===== config.mk =====
export PLATFORM = sky130hd
export DESIGN_NAME = argb_linear_fade_ramp
export DESIGN_NICKNAME = d
export VERILOG_FILES = /design/src/hw/rtl/afr_pkg.sv /design/src/hw/rtl/argb_linear_fade_ramp.sv /design/src/hw/rtl/afr_div.sv /design/src/hw/rtl/afr_dp.sv /design/src/hw/rtl/afr_ctrl.sv
export SDC_FILE = /design/constraint.sdc
export NUM_CORES = 1
export LEC_CHECK = 0
export ABC_AREA = 1
export BUFFER_PORTS_ARGS = -buffer_cell sky130_fd_sc_hd__clkbuf_2
export CAP_MARGIN = 10
export CORE_MARGIN = 2
export CORE_UTILIZATION = 55
export CTS_BUF_LIST = sky130_fd_sc_hd__clkbuf_8 sky130_fd_sc_hd__clkbuf_16
export DETAILED_ROUTE_END_ITERATION = 6
export MAX_ROUTING_LAYER = met4
export PLACE_DENSITY = 0.75
export RECOVER_POWER = 100
export SLEW_MARGIN = 20
export SYNTH_ARGS = -nofsm -noshare
export SYNTH_HDL_FRONTEND = slang
export SYNTH_SLANG_ARGS = --single-unit

===== constraint.sdc =====
create_clock -name clk -period 9.2 [get_ports clk]
set_clock_uncertainty 0.2 [all_clocks]
set_input_delay 1.38 -clock clk [delete_from_list [all_inputs] [get_ports clk]]
set_output_delay 1.38 -clock clk [all_outputs]
set_load 0.1 [all_outputs]

===== src/hw/rtl/afr_pkg.sv =====
`default_nettype none

package afr_pkg;

  localparam int FRAC_BITS  = 16;
  localparam int COUNT_BITS = 16;

  localparam int CHAN_W  = 8;
  localparam int ARGB_W  = 4 * CHAN_W;
  localparam int DUR_W   = 16;
  localparam int PCT_W   = 7;
  localparam int LEVEL_W = CHAN_W + FRAC_BITS;
  localparam int STEP_W  = LEVEL_W + 1;
  localparam int SUM_W   = LEVEL_W + 2;
  localparam int PROD_W  = COUNT_BITS + PCT_W;
  localparam int DIV_W   = (LEVEL_W > PROD_W) ? LEVEL_W : PROD_W;
  localparam int DCNT_W  = $clog2(DIV_W + 1);

  localparam logic [PCT_W-1:0] PCT_FULL = PCT_W'(100);
  localparam logic [LEVEL_W-1:0] LEVEL_MAX = {8'hFF, {FRAC_BITS{1'b0}}};

  typedef enum logic [1:0] {
    REG_DURATION = 2'd0,
    REG_START    = 2'd1,
    REG_TARGET   = 2'd2,
    REG_NONE     = 2'd3
  } reg_idx_t;

  typedef enum logic [2:0] {
    ST_IDLE,
    ST_LOAD,
    ST_TICK,
    ST_STEP_GO,
    ST_STEP_WAIT,
    ST_PCT_GO,
    ST_PCT_WAIT,
    ST_RESULT
  } state_t;

  typedef struct packed {
    logic       load;
    logic       tick;
    logic       div_go;
    logic       div_pct;
    logic       store_step;
    logic       store_pct;
    logic [1:0] ch;
  } cmd_t;

  typedef struct packed {
    logic div_done;
  } status_t;

  function automatic logic [CHAN_W-1:0] chan_of(input logic [ARGB_W-1:0] argb,
                                                input logic [1:0] ch);
    chan_of = argb[{~ch, 3'b000} +: CHAN_W];
  endfunction

endpackage

`default_nettype wire


===== src/hw/rtl/argb_linear_fade_ramp.sv =====
// ARGB linear fade ramp.
// Input channel: in_valid/in_stall, one bit per beat. in_start_fade = 1 latches
// the duration and target, loads the start color and arms the fade; 0 is one
// frame tick that steps each channel toward the target, snapping on the last frame.
// Result channel: out_valid/out_stall, one beat per input beat with the color,
// visible, fading and progress in percent.
// Configuration: cfg_we writes cfg_wdata to register cfg_index (0 duration,
// 1 start color, 2 target color). The user must write only while the block is
// idle; the block itself does not enforce this. One item at a time: each result
// waits on the shared restoring divider, one quotient bit per cycle, with one
// division for progress on a tick, four per-channel step divisions plus progress
// on a start. The next beat can be taken in the cycle after the result beat is
// taken.
// in_stall is high from the accepting edge until the result beat is taken.
// While out_stall is high the result holds and no new beat is accepted.
// Reset (rst_n low, synchronous) clears registers, color, counter and flags.
`default_nettype none

module argb_linear_fade_ramp (
  input  wire logic                        clk,
  input  wire logic                        rst_n,
  input  wire logic                        in_valid,
  output logic                             in_stall,
  input  wire logic                        in_start_fade,
  output logic                             out_valid,
  input  wire logic                        out_stall,
  output logic [afr_pkg::CHAN_W-1:0]       out_alpha_out,
  output logic [afr_pkg::CHAN_W-1:0]       out_red_out,
  output logic [afr_pkg::CHAN_W-1:0]       out_green_out,
  output logic [afr_pkg::CHAN_W-1:0]       out_blue_out,
  output logic                             out_visible,
  output logic                             out_fading,
  output logic [afr_pkg::PCT_W-1:0]        out_progress_percent,
  input  wire logic                        cfg_we,
  input  wire logic [1:0]                  cfg_index,
  input  wire logic [afr_pkg::ARGB_W-1:0]  cfg_wdata
);
  import afr_pkg::*;

  cmd_t    cmd;
  status_t status;

  afr_ctrl u_ctrl (
    .clk           (clk),
    .rst_n         (rst_n),
    .in_valid      (in_valid),
    .in_start_fade (in_start_fade),
    .in_stall      (in_stall),
    .out_valid     (out_valid),
    .out_stall     (out_stall),
    .cmd           (cmd),
    .status        (status)
  );

  afr_dp u_dp (
    .clk              (clk),
    .rst_n            (rst_n),
    .cmd              (cmd),
    .status           (status),
    .cfg_we           (cfg_we),
    .cfg_index        (cfg_index),
    .cfg_wdata        (cfg_wdata),
    .alpha_out        (out_alpha_out),
    .red_out          (out_red_out),
    .green_out        (out_green_out),
    .blue_out         (out_blue_out),
    .visible          (out_visible),
    .fading           (out_fading),
    .progress_percent (out_progress_percent)
  );

endmodule

`default_nettype wire


===== src/hw/rtl/afr_div.sv =====
`default_nettype none

module afr_div (
  input  wire logic                          clk,
  input  wire logic                          rst_n,
  input  wire logic                          go,
  input  wire logic [afr_pkg::DIV_W-1:0]     dividend,
  input  wire logic [afr_pkg::COUNT_BITS-1:0] divisor,
  output logic                               done,
  output logic [afr_pkg::DIV_W-1:0]          quotient
);
  import afr_pkg::*;

  logic                  busy_r;
  logic                  done_r;
  logic [DCNT_W-1:0]     cnt_r;
  logic [DIV_W-1:0]      quo_r;
  logic [COUNT_BITS-1:0] rem_r;
  logic [COUNT_BITS-1:0] dsr_r;
  logic [COUNT_BITS:0]   trial;
  logic                  fits;

  assign trial = {rem_r, quo_r[DIV_W-1]};
  assign fits  = trial >= {1'b0, dsr_r};

  always_ff @(posedge clk) begin
    if (!rst_n) begin
      busy_r <= 1'b0;
      done_r <= 1'b0;
      cnt_r  <= '0;
    end else begin
      done_r <= 1'b0;
      if (go) begin
        busy_r <= 1'b1;
        cnt_r  <= DCNT_W'(DIV_W);
      end else if (busy_r) begin
        cnt_r <= cnt_r - 1'b1;
        if (cnt_r == DCNT_W'(1)) begin
          busy_r <= 1'b0;
          done_r <= 1'b1;
        end
      end
    end
  end

  always_ff @(posedge clk) begin
    if (go) begin
      quo_r <= dividend;
      rem_r <= '0;
      dsr_r <= divisor;
    end else if (busy_r) begin
      quo_r <= {quo_r[DIV_W-2:0], fits};
      if (fits) begin
        rem_r <= COUNT_BITS'(trial - {1'b0, dsr_r});
      end else begin
        rem_r <= trial[COUNT_BITS-1:0];
      end
    end
  end

  assign done     = done_r;
  assign quotient = quo_r;

endmodule

`default_nettype wire


===== src/hw/rtl/afr_dp.sv =====
`default_nettype none

module afr_dp (
  input  wire logic                        clk,
  input  wire logic                        rst_n,
  input  wire afr_pkg::cmd_t               cmd,
  output afr_pkg::status_t                 status,
  input  wire logic                        cfg_we,
  input  wire logic [1:0]                  cfg_index,
  input  wire logic [afr_pkg::ARGB_W-1:0]  cfg_wdata,
  output logic [afr_pkg::CHAN_W-1:0]       alpha_out,
  output logic [afr_pkg::CHAN_W-1:0]       red_out,
  output logic [afr_pkg::CHAN_W-1:0]       green_out,
  output logic [afr_pkg::CHAN_W-1:0]       blue_out,
  output logic                             visible,
  output logic                             fading,
  output logic [afr_pkg::PCT_W-1:0]        progress_percent
);
  import afr_pkg::*;

  logic [DUR_W-1:0]        duration_r;
  logic [ARGB_W-1:0]       start_argb_r;
  logic [ARGB_W-1:0]       target_argb_r;

  logic                    armed_r;
  logic                    running_r;
  logic [COUNT_BITS-1:0]   fc_r;
  logic [COUNT_BITS-1:0]   fade_len_r;
  logic [ARGB_W-1:0]       end_color_r;
  logic [LEVEL_W-1:0]      level_r [4];
  logic signed [STEP_W-1:0] step_r [4];
  logic [PCT_W-1:0]        pct_r;

  logic [LEVEL_W-1:0]      level_nxt [4];
  logic [COUNT_BITS-1:0]   fc_nxt;
  logic                    running_nxt;
  logic [COUNT_BITS:0]     fc_inc;
  logic                    snap;

  logic [CHAN_W-1:0]       from_c;
  logic [CHAN_W-1:0]       to_c;
  logic                    neg;
  logic [CHAN_W-1:0]       mag;
  logic [DIV_W-1:0]        dividend;
  logic                    div_done;
  logic [DIV_W-1:0]        quotient;
  logic signed [STEP_W-1:0] step_val;

  always_ff @(posedge clk) begin
    if (!rst_n) begin
      duration_r    <= '0;
      start_argb_r  <= '0;
      target_argb_r <= '0;
    end else if (cfg_we) begin
      unique case (reg_idx_t'(cfg_index))
        REG_DURATION: duration_r    <= cfg_wdata[DUR_W-1:0];
        REG_START:    start_argb_r  <= cfg_wdata;
        REG_TARGET:   target_argb_r <= cfg_wdata;
        default: ;
      endcase
    end
  end

  assign from_c = level_r[cmd.ch][LEVEL_W-1:FRAC_BITS];
  assign to_c   = chan_of(end_color_r, cmd.ch);
  assign neg    = to_c < from_c;
  assign mag    = neg ? (from_c - to_c) : (to_c - from_c);

  always_comb begin
    if (cmd.div_pct) begin
      dividend = DIV_W'(PROD_W'(fc_r) * PROD_W'(PCT_FULL));
    end else begin
      dividend = DIV_W'({mag, {FRAC_BITS{1'b0}}});
    end
  end

  afr_div u_div (
    .clk      (clk),
    .rst_n    (rst_n),
    .go       (cmd.div_go),
    .dividend (dividend),
    .divisor  (fade_len_r),
    .done     (div_done),
    .quotient (quotient)
  );

  assign status.div_done = div_done;

  always_comb begin
    step_val = $signed({1'b0, quotient[LEVEL_W-1:0]});
    if (fade_len_r == '0) begin
      step_val = '0;
    end else if (neg) begin
      step_val = -$signed({1'b0, quotient[LEVEL_W-1:0]});
    end
  end

  always_comb begin
    fc_inc      = {1'b0, fc_r} + 1'b1;
    fc_nxt      = fc_r;
    running_nxt = running_r;
    if (running_r) begin
      if (fc_inc >= {1'b0, fade_len_r}) begin
        fc_nxt      = fade_len_r;
        running_nxt = 1'b0;
      end else begin
        fc_nxt = fc_inc[COUNT_BITS-1:0];
      end
    end
    snap = fc_nxt == fade_len_r;
  end

  always_comb begin
    for (int i = 0; i < 4; i++) begin
      logic signed [SUM_W-1:0] v;
      if (snap) begin
        v = $signed({2'b00, chan_of(end_color_r, 2'(i)), {FRAC_BITS{1'b0}}});
      end else begin
        v = $signed({2'b00, level_r[i]}) + SUM_W'(step_r[i]);
      end
      if (v < 0) begin
        level_nxt[i] = '0;
      end else if (v > $signed({2'b00, LEVEL_MAX})) begin
        level_nxt[i] = LEVEL_MAX;
      end else begin
        level_nxt[i] = v[LEVEL_W-1:0];
      end
    end
  end

  always_ff @(posedge clk) begin
    if (!rst_n) begin
      armed_r     <= 1'b0;
      running_r   <= 1'b0;
      fc_r        <= '0;
      fade_len_r  <= '0;
      end_color_r <= '0;
      pct_r       <= '0;
      for (int i = 0; i < 4; i++) begin
        level_r[i] <= '0;
        step_r[i]  <= '0;
      end
    end else begin
      if (cmd.load) begin
        armed_r     <= 1'b1;
        running_r   <= 1'b1;
        fc_r        <= '0;
        fade_len_r  <= COUNT_BITS'(duration_r);
        end_color_r <= target_argb_r;
        for (int i = 0; i < 4; i++) begin
          level_r[i] <= {chan_of(start_argb_r, 2'(i)), {FRAC_BITS{1'b0}}};
        end
      end else if (cmd.tick && armed_r) begin
        running_r <= running_nxt;
        fc_r      <= fc_nxt;
        for (int i = 0; i < 4; i++) begin
          level_r[i] <= level_nxt[i];
        end
      end
      if (cmd.store_step) begin
        step_r[cmd.ch] <= step_val;
      end
      if (cmd.store_pct) begin
        pct_r <= (fade_len_r == '0) ? PCT_FULL : quotient[PCT_W-1:0];
      end
    end
  end

  assign alpha_out        = level_r[0][LEVEL_W-1:FRAC_BITS];
  assign red_out          = level_r[1][LEVEL_W-1:FRAC_BITS];
  assign green_out        = level_r[2][LEVEL_W-1:FRAC_BITS];
  assign blue_out         = level_r[3][LEVEL_W-1:FRAC_BITS];
  assign visible          = armed_r;
  assign fading           = running_r;
  assign progress_percent = pct_r;

endmodule

`default_nettype wire


===== src/hw/rtl/afr_ctrl.sv =====
`default_nettype none

module afr_ctrl (
  input  wire logic              clk,
  input  wire logic              rst_n,
  input  wire logic              in_valid,
  input  wire logic              in_start_fade,
  output logic                   in_stall,
  output logic                   out_valid,
  input  wire logic              out_stall,
  output afr_pkg::cmd_t          cmd,
  input  wire afr_pkg::status_t  status
);
  import afr_pkg::*;

  state_t     state_r;
  state_t     state_nxt;
  logic [1:0] ch_r;
  logic [1:0] ch_nxt;

  always_ff @(posedge clk) begin
    if (!rst_n) begin
      state_r <= ST_IDLE;
      ch_r    <= '0;
    end else begin
      state_r <= state_nxt;
      ch_r    <= ch_nxt;
    end
  end

  always_comb begin
    state_nxt = state_r;
    ch_nxt    = ch_r;
    unique case (state_r)
      ST_IDLE: begin
        if (in_valid) begin
          state_nxt = in_start_fade ? ST_LOAD : ST_TICK;
        end
      end
      ST_LOAD: begin
        ch_nxt    = '0;
        state_nxt = ST_STEP_GO;
      end
      ST_TICK:    state_nxt = ST_PCT_GO;
      ST_STEP_GO: state_nxt = ST_STEP_WAIT;
      ST_STEP_WAIT: begin
        if (status.div_done) begin
          ch_nxt    = ch_r + 1'b1;
          state_nxt = (ch_r == 2'd3) ? ST_PCT_GO : ST_STEP_GO;
        end
      end
      ST_PCT_GO: state_nxt = ST_PCT_WAIT;
      ST_PCT_WAIT: begin
        if (status.div_done) begin
          state_nxt = ST_RESULT;
        end
      end
      ST_RESULT: begin
        if (!out_stall) begin
          state_nxt = ST_IDLE;
        end
      end
      default: state_nxt = ST_IDLE;
    endcase
  end

  always_comb begin
    cmd            = '0;
    cmd.ch         = ch_r;
    cmd.load       = state_r == ST_LOAD;
    cmd.tick       = state_r == ST_TICK;
    cmd.div_go     = (state_r == ST_STEP_GO) || (state_r == ST_PCT_GO);
    cmd.div_pct    = (state_r == ST_PCT_GO) || (state_r == ST_PCT_WAIT);
    cmd.store_step = (state_r == ST_STEP_WAIT) && status.div_done;
    cmd.store_pct  = (state_r == ST_PCT_WAIT) && status.div_done;
    in_stall       = state_r != ST_IDLE;
    out_valid      = state_r == ST_RESULT;
  end

endmodule

`default_nettype wire


==> qor.csv <==
metric,value,unit
RSZ-0062 raised after global routing,false,
final hold vios,0,
Most Frequent Cell on Critical Path,nand2_1,
Max Cap Viol,9,
clk sinks,419,
Final period util,80.7,%
Yosys cell types,56,
clk slew on worst S/H paths,0.06,ns
Gate Count Post-Synth,3451,
violated checks,"DRC, capacitance limit, slew limit",
clock power share,26.0,%
Peak VDD IR,0.000188,V
final WL,75300,um
DR vias/cell,5.62,
Syn Nets,3709,
nets@finish,3729,
M1 WL,34000,um
Die Span Y,223,um
Startpoint Class,register,
fin. max-slew vios,397,
Final setup viols,0,
Die ar.,49900,um^2
Core Region,47600,um^2
mean post-synth cell area,7.67,um^2
Initial Util,55.6,%
first drt pass iteration count,7,
Sw Share,42.6,%
P&R area growth vs syn,7.50,%
sequential share of power,34.3,%
DRC errors left,1,
Int Pwr,4050,uW
register area,10600,um^2
post-CTS setup buffer count,0,
largest cells by area after synthesis,"edfxtp_1 (25%), dfxtp_1 (15%), nand2_1 (12%), ha_1 (9.4%), nor2_1 (6.3%)",
Initial DRC Count,2522,
gr ovfl total,0,
fin crit period,7.43,ns
max incr delay on CP,1.14,ns
row count,80,
TritonCTS buffer count,46,
CTS root buf,clkbuf_16,
Clock Latency Late Sink,0.61,ns
leading area contributor after synthesis,edfxtp_1,
Layout fillers,4423,
CTS tree,built,
Yosys warning total,0,
CP arrival,7.57,ns
GP Congestion,1.03,
initial antenna violation count,4,
Routed Antenna Nets,0,
PortBufs,82,
Relative slew margins,-178,%
CP required,9.34,ns
met3 routed WL,6490,um
multi-input combinational cell area,13600,um^2
Min-Delay Path Class,reg2reg,
routed vias,23200,
Cell Pwr Density,248,nW/um^2
largest net degree at the start of global routing,103,
Die X,223,um
I/O pin total,83,
total track usage,30.9,%
worst-margin pin slew,4.17,ns
Setup CP Type,reg2reg,
post-synthesis sequential area ratio,40.0,%
post-synth top area share,24.9,%
Max Clock Freq,135,MHz
CTS max path bufs,3,
outcome,"complete, but fails checks",
P_sw,3010,uW
Overall Power,7060,uW
"Max FO, Critical Path",79,
Detail Route met2 WL,31700,um
setup TNS,0,ns
Logic pwr share,39.7,%
fraction of layout instances using a drive strength above 1,5.19,%
WL per Instance,18.2,um
synthesized flop and latch total,419,
leakage,0.0128,uW
CP max-delay cell,inv_1,
CTS Hold Buffers Added,0,
vias in the first global route,21400,
crit end category,register,
HPWL Detailed,56600,um
Synth Cell Area,26500,um^2
first-pass GRT wire length,117000,um
uppermost layer routed,met4,
post-CTS sizing,0,
CTS H-Tree Depth,2,
[worst max-delay path: cells and delay by family (launching register included)]
family          cells  cell delay [ns]
flops               1             0.40
simple gates       25             4.34
xor+xnor            1             0.30
buf+inv             2             1.20
fa+ha+maj           2             0.58
compound gates      1             0.08
[synth_stat cells (all sizes together)]
library cell / count
nor3: 49
a21boi: 5
a32oi: 14
nand4: 18
dfxtp: 199
or2: 24
fa: 18
o21a: 6
a211oi: 4
o31ai: 3
nand2: 832
o41ai: 9
nor3b: 1
a22o: 1
xnor2: 47
clkinv: 8
ha: 200
nor2: 465
o21bai: 10
edfxtp: 220
a21oi: 238
o221ai: 3
a311oi: 1
o21ai: 232
nand3b: 5
o221a: 1
a21o: 13
nor4: 3
a221oi: 1
a32o: 1
a31oi: 5
nand3: 152
xor2: 53
and3: 2
o22ai: 45
mux2i: 1
o211ai: 20
clkbuf: 75
buf: 56
a2111oi: 1
inv: 410
[power groups by stage]
| stage | registers, uW | logic (uW) | clock network, uW |
|---|---|---|---|
| floorplan | 2380 | 2270 | 0 |
| detailed placement | 2450 | 2770 | 0 |
| global placement | 2440 | 2750 | 0 |
| finish | 2420 | 2800 | 1830 |
| global route | 2440 | 3100 | 1910 |
| CTS | 2410 | 2790 | 1850 |
[sequential cells by signal (all words and copies together), names as in the netlist, named ones only]
| name | cells |
|---|---|
| u_dp.visible | 1 |
| u_dp.duration_r | 16 |
| u_dp.fc_r | 16 |
| u_dp.u_div.busy_r | 1 |
| u_dp.target_argb_r | 32 |
| u_dp.fading | 1 |
| u_dp.u_div.cnt_r | 5 |
| u_dp.start_argb_r | 32 |
| u_dp.u_div.dsr_r | 16 |
| u_dp.fade_len_r | 16 |
| u_dp.u_div.done | 1 |
| u_dp.step_r | 100 |
| u_dp.end_color_r | 32 |
| u_dp.u_div.rem_r | 16 |
| u_dp.u_div.quotient | 24 |
| u_ctrl.state_r | 3 |
| u_ctrl.ch_r | 2 |
| u_dp.progress_percent | 7 |
| u_dp.level_r | 96 |
[cell usage in the layout, fill, tap and decap left out, types with 14 or more instances in the layout]
cell       count
clkbuf_2      37
fa_1          18
a32oi_1       14
clkbuf_1      57
o21ai_0      224
a21oi_1      238
nand3_1      146
or2_2         24
nor3_1        49
nand4_1       18
clkbuf_16     47
edfxtp_1     220
o22ai_1       45
xor2_1        53
dfxtp_1      199
xnor2_1       47
o211ai_1      20
inv_1        417
nand2_1      820
ha_1         200
nor2_1       448
[cells by family (layout without fill, tap and decap cells)]
| logic type | after synthesis | after routing | synth area share, % |
|---|---|---|---|
| AOI/OAI and AO/OA | 613 | 613 | 12.9 |
| other | 0 | 5 | 0 |
| muxes | 1 | 1 | 0.0378 |
| DFF | 419 | 419 | 40.0 |
| adders and majority gates | 218 | 218 | 10.8 |
| buffers and inverters | 549 | 605 | 8.61 |
| and+or+nand+nor | 1551 | 1551 | 24.3 |
| xor gates and xnor gates | 100 | 100 | 3.31 |
[area by class of cell]
cell class              count  share of cell area, %
well taps                 615                   2.70
inverters                 418                   5.51
repair buffers            103                   1.64
diodes                      5                 0.0440
clock buffers              54                   4.47
multi-input cells        2483                   47.7
flip-flops and latches    419                   37.2
clock inverters            30                  0.752
[per-stage QoR]
| step | setup slack, ns | std cells | cell area, um^2 | hold WS [ns] | util [%] |
|---|---|---|---|---|---|
| 2_1_floorplan | 4.75 | 3451 | 26500 | 0.214 | - |
| 6_report | 1.77 | 4127 | 28500 | 0.252 | 59.7 |
| 3_3_place_gp | 3.05 | 4038 | 27100 | 0.226 | 56.9 |
| 3_5_place_dp | 2.93 | 4038 | 27100 | 0.236 | 57.0 |
| 4_1_cts | 2.89 | 4122 | 28600 | 0.253 | 60.1 |
| 5_1_grt | 1.16 | 4126 | 28500 | 0.274 | 59.7 |
[routing by layer]
metal,vias up,track usage [%]
met5,-,-
met2,949,44.7
li1,11400,-
met1,10600,42.8
met4,0,12.8
met3,177,5.47
[worst paths after layout]
path                                                      endpoint                          startpoint  depth (start not counted)  slack [ns]
worst max register to register     u_dp.level_r[2][5]$_SDFFE_PP0P_           u_dp.fc_r[0]$_SDFFE_PP0P_                         31        1.77
worst min-delay path            u_dp.target_argb_r[3]$_SDFFE_PN0P_  u_dp.target_argb_r[3]$_SDFFE_PN0P_                          2        0.25
worst max-delay path               u_dp.level_r[2][5]$_SDFFE_PP0P_           u_dp.fc_r[0]$_SDFFE_PP0P_                         31        1.77
worst min register to register  u_dp.target_argb_r[3]$_SDFFE_PN0P_  u_dp.target_argb_r[3]$_SDFFE_PN0P_                          2        0.25
Note: power is estimated with default switching activity, not from simulation.
